[src/sv/sntp_pkg.sv]
// Package for the time client controller: types, codes, constants, helpers.
// No dependencies; design files use scoped names, test files import it.
`default_nettype none

package sntp_pkg;

    // Counter width of the retry, request and report counters
    localparam int CNT_W = 16;
    localparam logic [CNT_W-1:0] CNT_MAX = '1;

    localparam int REG_W  = 16;
    localparam int IDX_W  = 3;

    // Seconds from 1900 to 1970
    localparam logic [31:0] EPOCH_OFFSET = 32'd2208988800;
    localparam logic [15:0] MIN_LENGTH   = 16'd48;
    localparam logic [7:0]  MAX_STRATUM  = 8'd15;
    localparam logic [2:0]  NTP_MODE_SERVER = 3'd4;
    localparam logic [1:0]  LEAP_ALARM   = 2'b11;

    // Configuration register indexes
    typedef enum logic [IDX_W-1:0] {
        REG_RETRY   = 3'd0,
        REG_RESYNC  = 3'd1,
        REG_TIMEOUT = 3'd2,
        REG_REPORT  = 3'd3,
        REG_PORT    = 3'd4
    } t_reg_idx;

    // Kind of input word
    typedef enum logic [1:0] {
        MODE_TICK  = 2'd0,
        MODE_REPLY = 2'd1,
        MODE_FAIL  = 2'd2
    } t_mode;

    typedef enum logic [1:0] {
        PH_IDLE     = 2'd0,
        PH_PENDING  = 2'd1,
        PH_RECEIVED = 2'd2,
        PH_FAILED   = 2'd3
    } t_phase;

    typedef struct packed {
        logic [REG_W-1:0] retry_interval;
        logic [REG_W-1:0] resync_interval;
        logic [REG_W-1:0] request_timeout;
        logic [REG_W-1:0] report_interval;
        logic [REG_W-1:0] server_port;
    } t_cfg;

    typedef struct packed {
        logic [1:0]  mode;
        logic        network_ready;
        logic        rtc_write_ok;
        logic        start_ok;
        logic        rtc_synchronized;
        logic        reply_present;
        logic [15:0] source_port;
        logic [15:0] reply_length;
        logic [7:0]  header_flags;
        logic [7:0]  stratum;
        logic [31:0] transmit_seconds;
    } t_item;

    // Reply check outcome passed to the state logic
    typedef struct packed {
        logic        ok;
        logic [31:0] unix_time;
    } t_reply;

    typedef struct packed {
        logic [1:0]  sync_state;
        logic        start_request;
        logic        set_time;
        logic [31:0] unix_time;
        logic        report_time;
        logic        network_wait_notice;
        logic        failure_notice;
        logic        synced_notice;
    } t_result;

    // Register value limited to the largest counter value
    function automatic logic [CNT_W-1:0] clip_cnt(input logic [REG_W-1:0] v);
        logic [31:0] w;
        w = 32'(v);
        if (w > 32'(CNT_MAX)) begin
            return CNT_MAX;
        end
        return CNT_W'(w);
    endfunction

    // Saturating increment
    function automatic logic [CNT_W-1:0] inc_sat(input logic [CNT_W-1:0] v);
        if (v == CNT_MAX) begin
            return v;
        end
        return v + CNT_W'(1);
    endfunction

endpackage

`default_nettype wire

[src/sv/sntp_sync_controller.sv]
// Top level of the time client controller: stream ports, input and result registers.
// Depends on sntp_pkg, sntp_cfg_regs, sntp_reply_check and sntp_core.
//
//  port group   dir  payload                                    handshake
//  i_t*         in   tuser: kind; tdata: tick and reply fields  i_tvalid / o_tready
//  o_t*         out  tdata: state, pulses, unix time            o_tvalid / i_tready
//  i_cfg_*      in   register index, 16-bit data                i_cfg_valid / o_cfg_ready
//
// One word per cycle sustained while i_tready is high; an accepted word waits in the
// input register, its result is computed from it and loaded into the result register
// once that is free. The input register frees as the result register loads;
// while a result is held the input register takes one more word, then intake stops
// until the result leaves. Synchronous reset clears all valid flags, the client state
// and returns the configuration registers to their defaults.
// Configuration writes are always accepted.
`default_nettype none

module sntp_sync_controller (
    input  wire logic        i_clk,
    input  wire logic        i_rst_n,
    // input stream
    input  wire logic        i_tvalid,
    output logic             o_tready,
    // bits from 0 up: network_ready, rtc_write_ok, start_ok, rtc_synchronized,
    // reply_present, source_port[16], reply_length[16], header_flags[8],
    // stratum[8], transmit_seconds[32], zero fill[3]
    input  wire logic [87:0] i_tdata,
    // bits from 0 up: mode[2]
    input  wire logic [1:0]  i_tuser,
    // result stream
    output logic             o_tvalid,
    input  wire logic        i_tready,
    // bits from 0 up: sync_state[2], start_request, set_time, unix_time[32],
    // report_time, network_wait_notice, failure_notice, synced_notice
    output logic [39:0]      o_tdata,
    // configuration writes
    input  wire logic        i_cfg_valid,
    output logic             o_cfg_ready,
    input  wire logic [2:0]  i_cfg_index,
    input  wire logic [15:0] i_cfg_data
);

    sntp_pkg::t_item   r_in;
    logic              r_in_vld;
    sntp_pkg::t_result r_out;
    logic              r_out_vld;

    sntp_pkg::t_item   w_item;
    sntp_pkg::t_cfg    w_cfg;
    sntp_pkg::t_reply  w_reply;
    sntp_pkg::t_result w_res;
    logic              w_adv;

    // Unpack the incoming word
    assign w_item.mode             = i_tuser;
    assign w_item.network_ready    = i_tdata[0];
    assign w_item.rtc_write_ok     = i_tdata[1];
    assign w_item.start_ok         = i_tdata[2];
    assign w_item.rtc_synchronized = i_tdata[3];
    assign w_item.reply_present    = i_tdata[4];
    assign w_item.source_port      = i_tdata[20:5];
    assign w_item.reply_length     = i_tdata[36:21];
    assign w_item.header_flags     = i_tdata[44:37];
    assign w_item.stratum          = i_tdata[52:45];
    assign w_item.transmit_seconds = i_tdata[84:53];

    // Word moves from input to result register when the result slot is free
    assign w_adv    = r_in_vld && (!r_out_vld || i_tready);
    assign o_tready = !r_in_vld || w_adv;

    always_ff @(posedge i_clk) begin
        if (!i_rst_n) begin
            r_in_vld <= 1'b0;
        end else if (o_tready) begin
            r_in_vld <= i_tvalid;
        end
    end

    always_ff @(posedge i_clk) begin
        if (o_tready && i_tvalid) begin
            r_in <= w_item;
        end
    end

    // Result register
    always_ff @(posedge i_clk) begin
        if (!i_rst_n) begin
            r_out_vld <= 1'b0;
        end else if (w_adv) begin
            r_out_vld <= 1'b1;
        end else if (i_tready) begin
            r_out_vld <= 1'b0;
        end
    end

    always_ff @(posedge i_clk) begin
        if (w_adv) begin
            r_out <= w_res;
        end
    end

    assign o_cfg_ready = 1'b1;

    sntp_cfg_regs u_cfg (
        .i_clk     (i_clk),
        .i_rst_n   (i_rst_n),
        .i_wr_en   (i_cfg_valid),
        .i_wr_idx  (i_cfg_index),
        .i_wr_data (i_cfg_data),
        .o_cfg     (w_cfg)
    );

    sntp_reply_check u_chk (
        .i_item        (r_in),
        .i_server_port (w_cfg.server_port),
        .o_reply       (w_reply)
    );

    sntp_core u_core (
        .i_clk    (i_clk),
        .i_rst_n  (i_rst_n),
        .i_en     (w_adv),
        .i_item   (r_in),
        .i_reply  (w_reply),
        .i_cfg    (w_cfg),
        .o_result (w_res)
    );

    // Pack the result word
    assign o_tvalid = r_out_vld;
    assign o_tdata  = {r_out.synced_notice, r_out.failure_notice,
                       r_out.network_wait_notice, r_out.report_time,
                       r_out.unix_time, r_out.set_time, r_out.start_request,
                       r_out.sync_state};

endmodule

`default_nettype wire

[src/sv/sntp_cfg_regs.sv]
// Configuration register file of the time client controller.
// Depends on sntp_pkg for register indexes and the t_cfg bundle.
`default_nettype none

module sntp_cfg_regs (
    input  wire logic                       i_clk,
    input  wire logic                       i_rst_n,
    input  wire logic                       i_wr_en,
    input  wire logic [sntp_pkg::IDX_W-1:0] i_wr_idx,
    input  wire logic [sntp_pkg::REG_W-1:0] i_wr_data,
    output sntp_pkg::t_cfg                  o_cfg
);

    sntp_pkg::t_cfg r_cfg;

    // Register writes; indexes beyond the list are dropped
    always_ff @(posedge i_clk) begin
        if (!i_rst_n) begin
            r_cfg.retry_interval  <= 16'd60;
            r_cfg.resync_interval <= 16'd3600;
            r_cfg.request_timeout <= 16'd10;
            r_cfg.report_interval <= 16'd60;
            r_cfg.server_port     <= 16'd123;
        end else if (i_wr_en) begin
            case (sntp_pkg::t_reg_idx'(i_wr_idx))
                sntp_pkg::REG_RETRY:   r_cfg.retry_interval  <= i_wr_data;
                sntp_pkg::REG_RESYNC:  r_cfg.resync_interval <= i_wr_data;
                sntp_pkg::REG_TIMEOUT: r_cfg.request_timeout <= i_wr_data;
                sntp_pkg::REG_REPORT:  r_cfg.report_interval <= i_wr_data;
                sntp_pkg::REG_PORT:    r_cfg.server_port     <= i_wr_data;
                default: ;
            endcase
        end
    end

    assign o_cfg = r_cfg;

endmodule

`default_nettype wire

[src/sv/sntp_reply_check.sv]
// Reply validation: header, port, length and timestamp checks, epoch shift.
// Depends on sntp_pkg for the item and reply types and protocol constants.
`default_nettype none

module sntp_reply_check (
    input  sntp_pkg::t_item                 i_item,
    input  wire logic [sntp_pkg::REG_W-1:0] i_server_port,
    output sntp_pkg::t_reply                o_reply
);

    logic w_hdr_ok;
    logic w_pkt_ok;
    logic w_time_ok;

    // Leap indicator, mode and stratum range
    assign w_hdr_ok = (i_item.header_flags[7:6] != sntp_pkg::LEAP_ALARM)
                   && (i_item.header_flags[2:0] == sntp_pkg::NTP_MODE_SERVER)
                   && (i_item.stratum != 8'd0)
                   && (i_item.stratum <= sntp_pkg::MAX_STRATUM);

    assign w_pkt_ok  = i_item.reply_present
                    && (i_item.source_port == i_server_port)
                    && (i_item.reply_length >= sntp_pkg::MIN_LENGTH);

    // Timestamp must lie after the 1970 epoch
    assign w_time_ok = i_item.transmit_seconds > sntp_pkg::EPOCH_OFFSET;

    assign o_reply.ok        = w_hdr_ok && w_pkt_ok && w_time_ok;
    assign o_reply.unix_time = i_item.transmit_seconds - sntp_pkg::EPOCH_OFFSET;

endmodule

`default_nettype wire

[src/sv/sntp_core.sv]
// Sync state machine, countdown, timeout and report counters of the client.
// Depends on sntp_pkg; takes the reply check outcome from sntp_reply_check.
`default_nettype none

module sntp_core (
    input  wire logic        i_clk,
    input  wire logic        i_rst_n,
    input  wire logic        i_en,
    input  sntp_pkg::t_item  i_item,
    input  sntp_pkg::t_reply i_reply,
    input  sntp_pkg::t_cfg   i_cfg,
    output sntp_pkg::t_result o_result
);

    localparam int W = sntp_pkg::CNT_W;

    sntp_pkg::t_phase r_phase, n_phase;
    logic [31:0]      r_rx_time, n_rx_time;
    logic [W-1:0]     r_retry, n_retry;
    logic [W-1:0]     r_req, n_req;
    logic [W-1:0]     r_rep, n_rep;
    logic             r_wait_noted, n_wait_noted;

    sntp_pkg::t_result w_res;

    // State registers, updated once per processed word
    always_ff @(posedge i_clk) begin
        if (!i_rst_n) begin
            r_phase      <= sntp_pkg::PH_IDLE;
            r_rx_time    <= '0;
            r_retry      <= '0;
            r_req        <= '0;
            r_rep        <= sntp_pkg::clip_cnt(16'd60);
            r_wait_noted <= 1'b0;
        end else if (i_en) begin
            r_phase      <= n_phase;
            r_rx_time    <= n_rx_time;
            r_retry      <= n_retry;
            r_req        <= n_req;
            r_rep        <= n_rep;
            r_wait_noted <= n_wait_noted;
        end
    end

    // Next state and result for one word
    always_comb begin
        n_phase      = r_phase;
        n_rx_time    = r_rx_time;
        n_retry      = r_retry;
        n_req        = r_req;
        n_rep        = r_rep;
        n_wait_noted = r_wait_noted;
        w_res        = '0;

        case (sntp_pkg::t_mode'(i_item.mode))
            sntp_pkg::MODE_TICK: begin
                if (!i_item.network_ready) begin
                    if (!r_wait_noted) begin
                        w_res.network_wait_notice = 1'b1;
                        n_wait_noted = 1'b1;
                    end
                end else begin
                    n_wait_noted = 1'b0;
                    // write a received time into the clock
                    if (r_phase == sntp_pkg::PH_RECEIVED && r_rx_time != 32'd0) begin
                        w_res.set_time  = 1'b1;
                        w_res.unix_time = r_rx_time;
                        n_rx_time = '0;
                        if (i_item.rtc_write_ok) begin
                            w_res.synced_notice = 1'b1;
                            n_phase = sntp_pkg::PH_IDLE;
                            n_retry = sntp_pkg::clip_cnt(i_cfg.resync_interval);
                            n_req   = '0;
                            n_rep   = sntp_pkg::clip_cnt(i_cfg.report_interval);
                        end else begin
                            n_phase = sntp_pkg::PH_FAILED;
                        end
                    end
                    // failure handling starts the retry wait
                    if (n_phase == sntp_pkg::PH_FAILED) begin
                        w_res.failure_notice = 1'b1;
                        n_phase = sntp_pkg::PH_IDLE;
                        n_retry = sntp_pkg::clip_cnt(i_cfg.retry_interval);
                        n_req   = '0;
                    end
                    // launch a request or count down
                    if (n_retry == '0 && n_phase == sntp_pkg::PH_IDLE) begin
                        w_res.start_request = 1'b1;
                        n_phase = i_item.start_ok ? sntp_pkg::PH_PENDING
                                                  : sntp_pkg::PH_FAILED;
                        n_req   = '0;
                    end else if (n_retry != '0) begin
                        n_retry = n_retry - W'(1);
                    end
                    // pending timeout
                    if (n_phase == sntp_pkg::PH_PENDING) begin
                        n_req = sntp_pkg::inc_sat(n_req);
                        if (n_req >= sntp_pkg::clip_cnt(i_cfg.request_timeout)) begin
                            n_phase = sntp_pkg::PH_FAILED;
                        end
                    end
                end
                // periodic report
                if (i_item.rtc_synchronized) begin
                    if (n_rep >= sntp_pkg::clip_cnt(i_cfg.report_interval)) begin
                        w_res.report_time = 1'b1;
                        n_rep = '0;
                    end
                    n_rep = sntp_pkg::inc_sat(n_rep);
                end
            end
            sntp_pkg::MODE_REPLY: begin
                if (i_reply.ok) begin
                    n_rx_time = i_reply.unix_time;
                    n_phase   = sntp_pkg::PH_RECEIVED;
                end else begin
                    n_phase   = sntp_pkg::PH_FAILED;
                end
            end
            sntp_pkg::MODE_FAIL: begin
                n_phase = sntp_pkg::PH_FAILED;
            end
            default: ;
        endcase

        w_res.sync_state = n_phase;
    end

    assign o_result = w_res;

endmodule

`default_nettype wire

[config.mk]
export PLATFORM = sky130hd
export DESIGN_NAME = sntp_sync_controller
export DESIGN_NICKNAME = d
export VERILOG_FILES = /design/src/sv/sntp_pkg.sv /design/src/sv/sntp_sync_controller.sv /design/src/sv/sntp_cfg_regs.sv /design/src/sv/sntp_reply_check.sv /design/src/sv/sntp_core.sv
export SDC_FILE = /design/constraint.sdc
export NUM_CORES = 1
export LEC_CHECK = 0
export BUFFER_PORTS_ARGS = -buffer_cell sky130_fd_sc_hd__buf_4
export CAP_MARGIN = 20
export CORE_MARGIN = 2
export CORE_UTILIZATION = 30
export CTS_CLUSTER_DIAMETER = 80
export DETAILED_ROUTE_END_ITERATION = 7
export GPL_ROUTABILITY_DRIVEN = 0
export GPL_TIMING_DRIVEN = 0
export HOLD_SLACK_MARGIN = 0.08
export PLACE_DENSITY = 0.47
export SLEW_MARGIN = 20
export SYNTH_ARGS = -nofsm -noshare
export SYNTH_HDL_FRONTEND = slang
export SYNTH_SLANG_ARGS = --single-unit
[constraint.sdc]
create_clock -name i_clk -period 9.95 [get_ports i_clk]
set_input_delay 1.4925 -clock i_clk [delete_from_list [all_inputs] [get_ports i_clk]]
set_output_delay 1.4925 -clock i_clk [all_outputs]
set_load 0.03 [all_outputs]
## Yosys cells after proc, flatten, opt, wreduce, memory -nomap -nowiden

Index checks and enable logic that the tools add are counted.

| storage, ports and cells | value |
|---|---|
| register bits after elaboration | 292 |
| bits in latches | 0 |
| memory bits (writable) | 0 |
| memory bits (read-only) | 0 |
| input bits | 114 |
| output and inout port bits | 43 |
| logic and storage cells | 160 |
| memories kept | 0 |

| operators by class | value |
|---|---|
| add/subtract/negate cells | 4 |
| multipliers | 0 |
| divide/modulo/power cells | 0 |
| order comparisons | 5 |
| equal/unequal tests | 17 |
| shift-type cells | 0 |
| multiplexer cells | 65 |
| bitwise gates (word level) | 1 |
| reductions and logical operators | 36 |

Operator list:

| operator | number |
|---|---|
| $mux W16 | 29 |
| $mux W32 | 3 |
| $pmux W32 S2 | 1 |
| $mux W33 | 1 |
| $add A16 B1 Y16 const B | 2 |
| $eq A16 B16 Y1 const B | 2 |
| $ge A16 B16 Y1 | 2 |
| $gt A32 B32 Y1 const B | 1 |
| $reduce_bool A32 Y1 | 1 |
| $sub A32 B32 Y32 const B | 1 |
| $mux W2 | 14 |
| $eq A16 B16 Y1 | 1 |
| $ge A16 B6 Y1 const B | 1 |
| $logic_not A16 Y1 | 1 |
| $mux W1 | 16 |
| $reduce_and A2 Y1 | 8 |
| $reduce_bool A16 Y1 | 1 |
| $sub A16 B1 Y16 const B | 1 |
| $logic_and A1 B1 Y1 | 11 |
| $le A8 B4 Y1 const B | 1 |
| $reduce_bool A8 Y1 | 1 |
| $eq A2 B2 Y1 const B | 3 |
| $eq A3 B2 Y1 const B | 2 |
| $eq A3 B3 Y1 const B | 2 |
| 14 further kinds | 22 |

## Longest topological paths before layout

Gate-level depths: netlist of run 1.

| logic depth | value |
|---|---|
| word-level depth | 28 |
| gate-level depth with buffers | 34 |
| gate-level depth less buffers | 30 |

## Hierarchy

From an unflattened synthesis of run 1, not the netlist that was laid out.

| second synthesis, totals | value |
|---|---|
| cells, all modules | 1466 |
| area, all modules | 14721.6 um^2 |

By module, submodules not included:

| module | times used | cells an instance | area each (um^2) | seq. area each (um^2) |
|---|---|---|---|---|
| sntp_core | 1 | 903 | 6825.3 | 1661.6 |
| sntp_sync_controller | 1 | 138 | 3928.8 | 3853.7 |
| sntp_cfg_regs | 1 | 295 | 3083.0 | 1601.5 |
| sntp_reply_check | 1 | 130 | 884.6 | 0.0 |

## Least setup slack after synthesis of run 1

OpenSTA, ideal clock, no wires.

| path | value |
|---|---|
| path type | flip-flop to flip-flop |
| from | reg u_core.r_rx_time[25] |
| to | reg r_out (netlist bit o_tdata[1]) (data pin) |
| setup time | 0.254 ns |
| arrival | 5.995 ns |
| required time | 9.696 ns |
| path slack | 3.701 ns |
| stages on the path, launching flop included | 33 |
| path buffers | 2 |
| clock period less this slack | 6.249 ns |
| path through | dfxtp_1 -> nor4_1 -> nand4_2 -> o21ai_4 -> mux2_2 -> mux2i_1 -> ha_1 -> o211ai_4 -> o31ai_2 -> and2_1 -> buf_2 -> buf_2 -> nor2_1 -> ha_1 -> nand2_1 -> inv_1 -> and4_1 -> and2_1 -> nor2_1 -> and3_1 -> nand2_1 -> xor2_1 -> nor2_1 -> ha_1 -> o21ai_0 -> a21oi_1 -> nor2_1 -> nor2_1 -> a211oi_1 -> nor3_1 -> o21ai_1 -> a31oi_1 -> a21o_1 |

| between the ends | value |
|---|---|
| word-level cells in the longest chain between the ends | 28 |
| elaborated cells on any way between the ends | 41 |
| classes of those cells | add/sub: 1; order compare: 1; eq/ne: 3; mux: 31; reduce/logical: 5 |

Ends and longest elaborated chain:

| item | RTL line | text |
|---|---|---|
| start: declaration | sntp_core.sv:18 | `logic [31:0] r_rx_time, n_rx_time;` |
| start signal: assignment | sntp_core.sv:37 | `r_rx_time <= n_rx_time;` |
| $reduce_bool A32 Y1 * | sntp_core.sv:65 | `if (r_phase == sntp_pkg::PH_RECEIVED && r_rx_time != 32'd0) begin` |
| $logic_and A1 B1 Y1 * | sntp_core.sv:65 |  |
| $mux W2 | sntp_core.sv:65 |  |
| $mux W2 | sntp_core.sv:57 | `if (!i_item.network_ready) begin` |
| $mux W2 | sntp_core.sv:55 | `case (sntp_pkg::t_mode'(i_item.mode))` |
| $eq A2 B2 Y1 | sntp_core.sv:80 | `if (n_phase == sntp_pkg::PH_FAILED) begin` |
| $mux W16 or $mux W2 (tied branches) | sntp_core.sv:80 |  |
| $mux W16 or $mux W2 (tied branches) | sntp_core.sv:57 |  |
| [... 13 more ...] | n/a |  |
| $mux W16 | sntp_core.sv:57 |  |
| $mux W16 | sntp_core.sv:55 |  |
| $ge A16 B16 Y1 | sntp_core.sv:98 | `if (n_req >= sntp_pkg::clip_cnt(i_cfg.request_timeout)) begin` |
| $mux W2 | sntp_core.sv:98 |  |
| $mux W2 * | sntp_core.sv:96 | `if (n_phase == sntp_pkg::PH_PENDING) begin` |
| $mux W2 * | sntp_core.sv:57 |  |
| $pmux W2 S3 * | sntp_core.sv:55 |  |
| net u_core.n_phase[1] | sntp_core.sv:17 | `sntp_pkg::t_phase r_phase, n_phase;` |
| end signal: assignment | sntp_sync_controller.sv:98 | `r_out <= w_res;` |
| end: declaration | sntp_sync_controller.sv:45 | `sntp_pkg::t_result r_out;` |

The timed path passes the listed nets; every way through them passes the cells marked *. The select of a mux whose other input is x is not followed.
A chain may end at the register's enable or synchronous reset.

## Worst setup path in the final report of run 1

Ends and elaborated chain as after synthesis.

==> impl_metrics.toml, run 1 <==
[global_routing]
grt_pass1_wl_um = 65700
grt_pass1_vias = 11255
track_usage_pct = 17.8
antenna_found_initial = 0
grt_max_degree = 56
gr-total-overflow = 0

[worst_setup_path]
timing.rr.start = "u_core.r_rx_time[25]"
crit_path_end_kind = "register"
worst-path-stages = 31
crit_path_start_kind = "register"
r2r_setup_slack_ps = 1720
cp_max_fo = 10
critical_path.top_delay_family = "simple AND/OR/NAND/NOR gates"
crit_slowest_cell = "nor4_1"
path_class = "register to register"
reg2reg_to = "o_tdata[1]"
cp.arrival_ps = 8530
required_ps = 10250
path_buf_inv = 3
r2r_cells = 31
slowest_delay_ps = 660

[route]
routed_wirelength_um = 42300
dr.pass1.iters = 7
wl_per_cell_um = 18.3
drc = 0
first_iter_violations = 692
routed_via_density = 4.94
final_antenna_net_count = 0
dr_total_vias = 11398

[cts]
tritoncts = "built"
clk_pin_slew_worst_paths_ps = 60
postCtsSetupBuffers = 0
cts_buffers = 36
root_buffer = "clkbuf_16"
h-tree-depth = 2
post_cts_resized = 0
cts_sinks = 285
clk_latency_ps = 550
cts_hold_buf = 0
clk_path_buf_depth = 3

[synthesis]
synth-seq-cells = 285
synth_ff_type = "dfxtp_1"
synth_cells = 1495
syn-num-nets = 1649
ys_warn_count = 0
avgSynthCellArea_um2 = 9.32
synth_edf_count = 120
synthArstFlopShare_pct = 0
synth_area_mm2 = 0.0139
ys_types = 88
ys_seq_area_share_pct = 49.6

[floorplan]
fp.dieW_um = 220
initial_core_util_pct = 30.6
die_h_um = 220
fp.coreArea_mm2 = 0.0456
die_area_mm2 = 0.0482
ios = 157
num_rows = 78

[worst_hold_path]
hp-class = "register to register"
hold_start = "u_cfg.o_cfg[48]"
min_to = "u_cfg.o_cfg[48]"
hold_depth = 2

[final_layout]
layout_common_cells = "275 x nand2_1, 165 x dfxtp_1, 147 x buf_4, 138 x a21oi_1, 120 x edfxtp_1"
layout.nets = 1834
n_antenna_cell = 0
syn2layout_area_growth_pct = 22.1
fill_cells = 4551
drive_gt1_share_pct = 15.2
layout_commonest_cell = "nand2_1"

[power_and_ir_drop]
p_int_mw = 2.16
finalPower_mw = 2.87
p_sw_uw = 714
combPwrFrac_pct = 9.5
p_leak_nw = 6.38
pwr-share-clk_pct = 45.7
ir_worst_vdd_mv = 0.0977
power_density_mw_per_mm2 = 169
swShare_pct = 24.9
seqPwrFrac_pct = 44.8

[sta]
finalMaxSlewViolations = 0
period_needed_ps = 8230
fin_skew_ps = 25.7
fin_tns_setup_ps = 0
max_freq_mhz = 121
slew_headroom_pct = 38.6
worst_pin_slew_ps = 911
rsz0062_at_grt = "no"
setup-violations-final = 0
worst_hold_slack_ps = 454
timing.final.crit_share_pct = 82.7
finalHoldViolations = 0

[placed_design]
portBuffers = 145
post-dp-hpwl_um = 32700

[outcome]
status = "finished clean"

[run]
maxCapViolations = 0
## worst register-to-register path, delay by kind of cell, from the launching register on
family                   cells  cell delay (ps)
AND/OR/NAND/NOR             13             2910
AO/OA/AOI/OAI                9             2380
adder cells (fa/ha/maj)      3              870
multiplexers                 2              730
buffers and inverters        3              600
flip-flops                   1              320
XOR/XNOR                     1              220
## worst max path at each step
| stage | slack, ps | endpoint | startpoint |
|---|---|---|---|
| finish | 1720 | o_tdata[1] | u_core.r_rx_time[25] |
| global route | 960 | o_tdata[1] | u_core.r_rx_time[25] |
| CTS | 1610 | o_tdata[1] | u_core.r_rx_time[25] |
| detailed placement | 1620 | o_tdata[1] | u_core.r_rx_time[25] |
| global placement | 1640 | o_tdata[1] | u_core.r_rx_time[25] |
| floorplan | 3700 | o_tdata[1] | u_core.r_rx_time[25] |
## per-stage QoR
stage	std cells	worst slack, ps	utilization, %	instance area, um^2
global placement	2240	1640	34.6	15800
floorplan	1495	3700	-	13900
finish	2308	1720	37.3	17000
detailed placement	2242	1620	34.7	15800
CTS	2308	1610	37.3	17000
global route	2308	959	37.3	17000
## kinds of logic (layout without fill, tap and decap cells)
kind of cell / Yosys count / in the layout / synth area share (%)
and+or+nand+nor: 619 / 619 / 21.2
AOI/OAI and AO/OA: 308 / 308 / 14.3
DFF: 285 / 285 / 49.6
buffers and inverters: 129 / 342 / 3.64
xor gates and xnor gates: 70 / 70 / 4.40
muxes: 43 / 43 / 3.21
adders and majority gates: 40 / 40 / 3.59
other: 1 / 1 / 0.0269
## cells in the mapped netlist, types with 6 or more instances
cell	count	share of area [%]
nor3_1	28	1.0
ha_1	40	3.6
mux2_2	13	1.1
a211oi_1	9	0.48
a21o_1	13	0.70
edfxtp_1	120	26
clkbuf_1	56	1.5
nand3_1	79	2.8
and2_1	41	1.8
o21ai_0	51	1.8
nand4_1	17	0.76
a22o_1	9	0.57
xnor2_1	37	2.3
a21oi_1	138	5.0
nand2_1	275	7.4
and3_1	11	0.49
dfxtp_1	165	24
o31ai_1	9	0.48
nor2b_1	8	0.36
nor4_1	22	0.99
nand2b_1	12	0.54
buf_2	6	0.22
mux2i_1	30	2.2
inv_1	57	1.5
nor2_1	85	2.3
o211ai_1	13	0.70
xor2_1	33	2.1
## metal layers
metal	track usage (%)	wire length, um	up-vias
li1	-	-	5679
met1	24.2	19600	5393
met2	28.3	19600	254
met3	3.35	1900	72
met4	5.90	1190	0
met5	0	0	-
## cell type report
cell class | instances | area [um^2] | share of cell area (%)
inverters | 59 | 221 | 1.30
flip-flops and latches | 285 | 6910 | 40.6
plain buffers | 70 | 285 | 1.68
multi-input cells | 1081 | 6530 | 38.4
clock buffers | 47 | 973 | 5.72
clock inverters | 19 | 201 | 1.18
repair buffers | 147 | 1140 | 6.72
well taps | 600 | 751 | 4.41
## sequential cells by signal (all words and copies together) (netlist names)
register	cells
u_core.r_wait_noted	1
u_cfg.o_cfg	80
o_tdata	40
u_core.r_rx_time	32
u_core.r_rep	16
u_core.r_retry	16
u_core.r_phase	2
u_core.r_req	16
r_in	80
o_tvalid	1
r_in_vld	1
## power groups by stage
| stage | registers [mW] | clock network (mW) | logic (mW) |
|---|---|---|---|
| after global routing | 1.29 | 1.40 | 0.300 |
| after detailed placement | 1.31 | 0 | 0.274 |
| after CTS | 1.29 | 1.35 | 0.275 |
| after global placement | 1.31 | 0 | 0.268 |
| after floorplan | 1.31 | 0 | 0.152 |
| final | 1.29 | 1.31 | 0.273 |
Note: power is estimated with default switching activity, not from simulation.
==> inputs of run 2 (changes only) <==
==> constraint.sdc (replaced) <==
create_clock -name i_clk -period 8.3 [get_ports i_clk]
set_input_delay 1.245 -clock i_clk [delete_from_list [all_inputs] [get_ports i_clk]]
set_output_delay 1.245 -clock i_clk [all_outputs]
set_load 0.03 [all_outputs]
==> impl_metrics.toml, run 2 (synthesized netlist as in run 1, its figures left out) <==
[outcome]
status = "finished clean"

[cts]
root_buffer = "clkbuf_16"
h-tree-depth = 2
clk_latency_ps = 550
cts_sinks = 285
clk_pin_slew_worst_paths_ps = 60
tritoncts = "built"
clk_path_buf_depth = 3
cts_buffers = 36

[power_and_ir_drop]
ir_worst_vdd_mv = 0.117
p_leak_nw = 6.40
power_density_mw_per_mm2 = 201
finalPower_mw = 3.44

[floorplan]
num_rows = 78
initial_core_util_pct = 30.6
fp.dieW_um = 220
die_h_um = 220
fp.coreArea_mm2 = 0.0456
ios = 157
die_area_mm2 = 0.0482

[sta]
slew_headroom_pct = 36.3
fin_tns_setup_ps = 0
worst_slack_ps = 739
finalHoldViolations = 0
timing.final.crit_share_pct = 91.1
max_freq_mhz = 132
finalMaxSlewViolations = 0
fin_skew_ps = 26.2
period_needed_ps = 7560
worst_pin_slew_ps = 945
rsz0062_at_grt = "no"
setup-violations-final = 0
worst_hold_slack_ps = 455

[worst_setup_path]
slowest_delay_ps = 400
crit_path_start_kind = "register"
cp.arrival_ps = 7860
crit_slowest_cell = "nor4_2"
cp_max_fo = 10
r2r_setup_slack_ps = 740
required_ps = 8600
crit_path_end_kind = "register"
path_class = "register to register"

[route]
wl_per_cell_um = 18.4
dr_total_vias = 11493
first_iter_violations = 713
final_antenna_net_count = 0
routed_via_density = 4.98
dr.pass1.iters = 7
drc = 0
routed_wirelength_um = 42500

[global_routing]
grt_pass1_wl_um = 65700
gr-total-overflow = 0
grt_pass1_vias = 11258
grt_max_degree = 56
track_usage_pct = 17.8
antenna_found_initial = 0

[final_layout]
layout_common_cells = "275 x nand2_1, 165 x dfxtp_1, 148 x buf_4, 138 x a21oi_1, 120 x edfxtp_1"
fin_area_mm2 = 0.0171
fill_cells = 4543
fin_util_pct = 37.5
layout_commonest_cell = "nand2_1"
n_antenna_cell = 0
drive_gt1_share_pct = 15.8
seq_area_mm2 = 0.00691
final_cells = 2309
multi_input_area_mm2 = 0.00661
syn2layout_area_growth_pct = 22.7
layout.nets = 1835

[placed_design]
post-dp-hpwl_um = 32700
portBuffers = 145
place_area_mm2 = 0.0158
pre_cts_slack_ps = -27.9
placedCellCount = 2242

[worst_hold_path]
hp-class = "register to register"

[run]
maxCapViolations = 0
run 2: report_power, final:
group,internal [mW],total [mW],switching [mW],leakage (nW)
clock,0.954,1.57,0.619,0.579
sequential,1.51,1.54,0.0328,2.51
combinational,0.123,0.330,0.206,3.31
total,2.59,3.44,0.858,6.40
run 2: final timing paths:
path,startpoint,end,cells past startpoint
min reg2reg,u_cfg.o_cfg[48],u_cfg.o_cfg[48],2
min,u_cfg.o_cfg[48],u_cfg.o_cfg[48],2
max,u_core.r_rx_time[24],o_tdata[1],34
max reg2reg,u_core.r_rx_time[24],o_tdata[1],34
run 2: what timing repair did:
item	CTS	global route
endpoints found under the hold margin	0	0
pin swaps	0	1
setup buffers	0	1
setup endpoints to repair	1	2
resized for setup	1	12
hold buffers	0	0
run 2: worst max-delay path: cells and delay by family (launching register included):
| family | cells | cell delay, ps |
|---|---|---|
| compound gates | 10 | 1890 |
| flops | 1 | 330 |
| simple gates | 14 | 2720 |
| fa+ha+maj | 3 | 790 |
| buf+inv | 6 | 1370 |
| xor+xnor | 1 | 220 |
run 2: area by class of cell:
type	count	area share (%)
Sequential cell	285	40.4
Multi-Input combinational cell	1081	38.6
Inverter	59	1.30
Clock inverter	19	1.18
Timing Repair Buffer	148	6.73
Tap cell	600	4.39
Buffer	70	1.67
Clock buffer	47	5.69
run 2: routing by layer:
layer  up-vias  GRT usage, %  share of wire (%)  routed length, um
met1      5479          24.2                 46              19600
met2       267          28.4                 46              19700
met5         -             0                  0                  0
met4         0          5.90                2.8               1200
met3        70          3.35                4.7               2000
li1       5677             -                  -                  -
==> inputs of run 3 (changes only) <==
--- a/config.mk
+++ b/config.mk
@@ -14,7 +14,6 @@
 export GPL_ROUTABILITY_DRIVEN = 0
 export GPL_TIMING_DRIVEN = 0
 export HOLD_SLACK_MARGIN = 0.08
-export PLACE_DENSITY = 0.47
 export SLEW_MARGIN = 20
 export SYNTH_ARGS = -nofsm -noshare
 export SYNTH_HDL_FRONTEND = slang
==> impl_metrics.toml, run 3 (synthesized netlist as in run 1, its figures left out) <==
[outcome]
status = "finished clean"

[sta]
rsz0062_at_grt = "no"
max_freq_mhz = 128
fin_skew_ps = 15.6
worst_hold_slack_ps = 459
period_needed_ps = 7810
setup-violations-final = 0
worst_pin_slew_ps = 903
worst_slack_ps = 487
finalHoldViolations = 0
slew_headroom_pct = 39.2
timing.final.crit_share_pct = 94.1
fin_tns_setup_ps = 0
finalMaxSlewViolations = 0

[placed_design]
pre_cts_slack_ps = 94.0
post-dp-hpwl_um = 30900
portBuffers = 145

[route]
dr_total_vias = 11521
final_antenna_net_count = 0
wl_per_cell_um = 17.3
dr.pass1.iters = 7
routed_via_density = 5.00
routed_wirelength_um = 39900
first_iter_violations = 867
drc = 0

[power_and_ir_drop]
swShare_pct = 24.8
p_leak_nw = 6.30
seqPwrFrac_pct = 47.5
pwr-share-clk_pct = 42.4
ir_worst_vdd_mv = 0.139
p_sw_uw = 804
p_int_mw = 2.44
combPwrFrac_pct = 10.1
power_density_mw_per_mm2 = 192

[worst_setup_path]
slowest_delay_ps = 450
crit_slowest_cell = "nor4_2"
cp_max_fo = 10
path_class = "register to register"
crit_path_start_kind = "register"
required_ps = 8640
critical_path.top_delay_family = "simple AND/OR/NAND/NOR gates"
cp.arrival_ps = 8150
crit_path_end_kind = "register"
path_buf_inv = 5

[floorplan]
initial_core_util_pct = 30.6
fp.dieW_um = 220
die_area_mm2 = 0.0482
die_h_um = 220
num_rows = 78
ios = 157
fp.coreArea_mm2 = 0.0456

[cts]
cts_sinks = 285
tritoncts = "built"
clk_pin_slew_worst_paths_ps = 60
cts_buffers = 31
root_buffer = "clkbuf_16"
clk_latency_ps = 580
clk_path_buf_depth = 3
h-tree-depth = 1

[global_routing]
track_usage_pct = 16.4
grt_pass1_vias = 11269
gr-total-overflow = 0
grt_max_degree = 56
grt_pass1_wl_um = 62100
antenna_found_initial = 0

[final_layout]
layout_common_cells = "275 x nand2_1, 165 x dfxtp_1, 149 x buf_4, 138 x a21oi_1, 120 x edfxtp_1"
layout_commonest_cell = "nand2_1"
n_antenna_cell = 0
syn2layout_area_growth_pct = 21.3
layout.nets = 1831
fin_util_pct = 37.1
fill_cells = 4543
drive_gt1_share_pct = 15.3

[run]
maxCapViolations = 0

[worst_hold_path]
hp-class = "register to register"
run 3: repair_timing:
action,in CTS,in global routing
resized for setup,0,8
setup endpoints to repair,0,2
hold buffers,0,0
buffers inserted,0,2
hold endpoints to repair,0,0
run 3: power by group through the flow:
stage / logic [mW] / registers, mW / clock network [mW]
after detailed placement: 0.324 / 1.57 / 0
final: 0.326 / 1.54 / 1.38
after global placement: 0.316 / 1.57 / 0
after floorplan: 0.182 / 1.57 / 0
after global routing: 0.356 / 1.54 / 1.46
after CTS: 0.325 / 1.54 / 1.41
run 3: worst min-delay path, cell delays in order (launching register included):
cell and delay, ps:
dfxtp_1 310, nand2_1 50, a21oi_1 50
run 3: routing by layer:
layer | wire, um | GRT usage (%) | up-vias
met5 | 0 | 0 | -
met4 | 1050 | 5.56 | 0
met3 | 2250 | 2.40 | 59
met2 | 19100 | 27.4 | 318
met1 | 17500 | 21.6 | 5467
li1 | - | - | 5677
run 3: path summary, 6_finish.rpt:
kind	startpoint	to	slack [ps]	depth (start not counted)
hold / removal	u_cfg.o_cfg[25]	u_cfg.o_cfg[25]	460	2
setup / recovery	u_core.r_rx_time[8]	o_tdata[1]	490	34
hold reg to reg	u_cfg.o_cfg[25]	u_cfg.o_cfg[25]	460	2
setup reg to reg	u_core.r_rx_time[8]	o_tdata[1]	490	34
run 3: cell type report:
type                    count  area, um^2  share of cell area, %
multi-input cells        1081        6570                   38.9
repair buffers            149        1150                   6.81
flip-flops and latches    285        6910                   40.9
plain buffers              70         285                   1.69
clock buffers              42         847                   5.01
well taps                 600         751                   4.44
clock inverters            16         164                  0.970
inverters                  59         221                   1.31
run 3: stage by stage:
| step | power [mW] | area (um^2) | instances |
|---|---|---|---|
| CTS | 3.27 | 16800 | 2300 |
| finish | 3.24 | 16900 | 2302 |
| detailed placement | 1.89 | 15800 | 2242 |
| global route | 3.36 | 16900 | 2302 |
| floorplan | 1.76 | 13900 | 1495 |
| global placement | 1.89 | 15800 | 2240 |
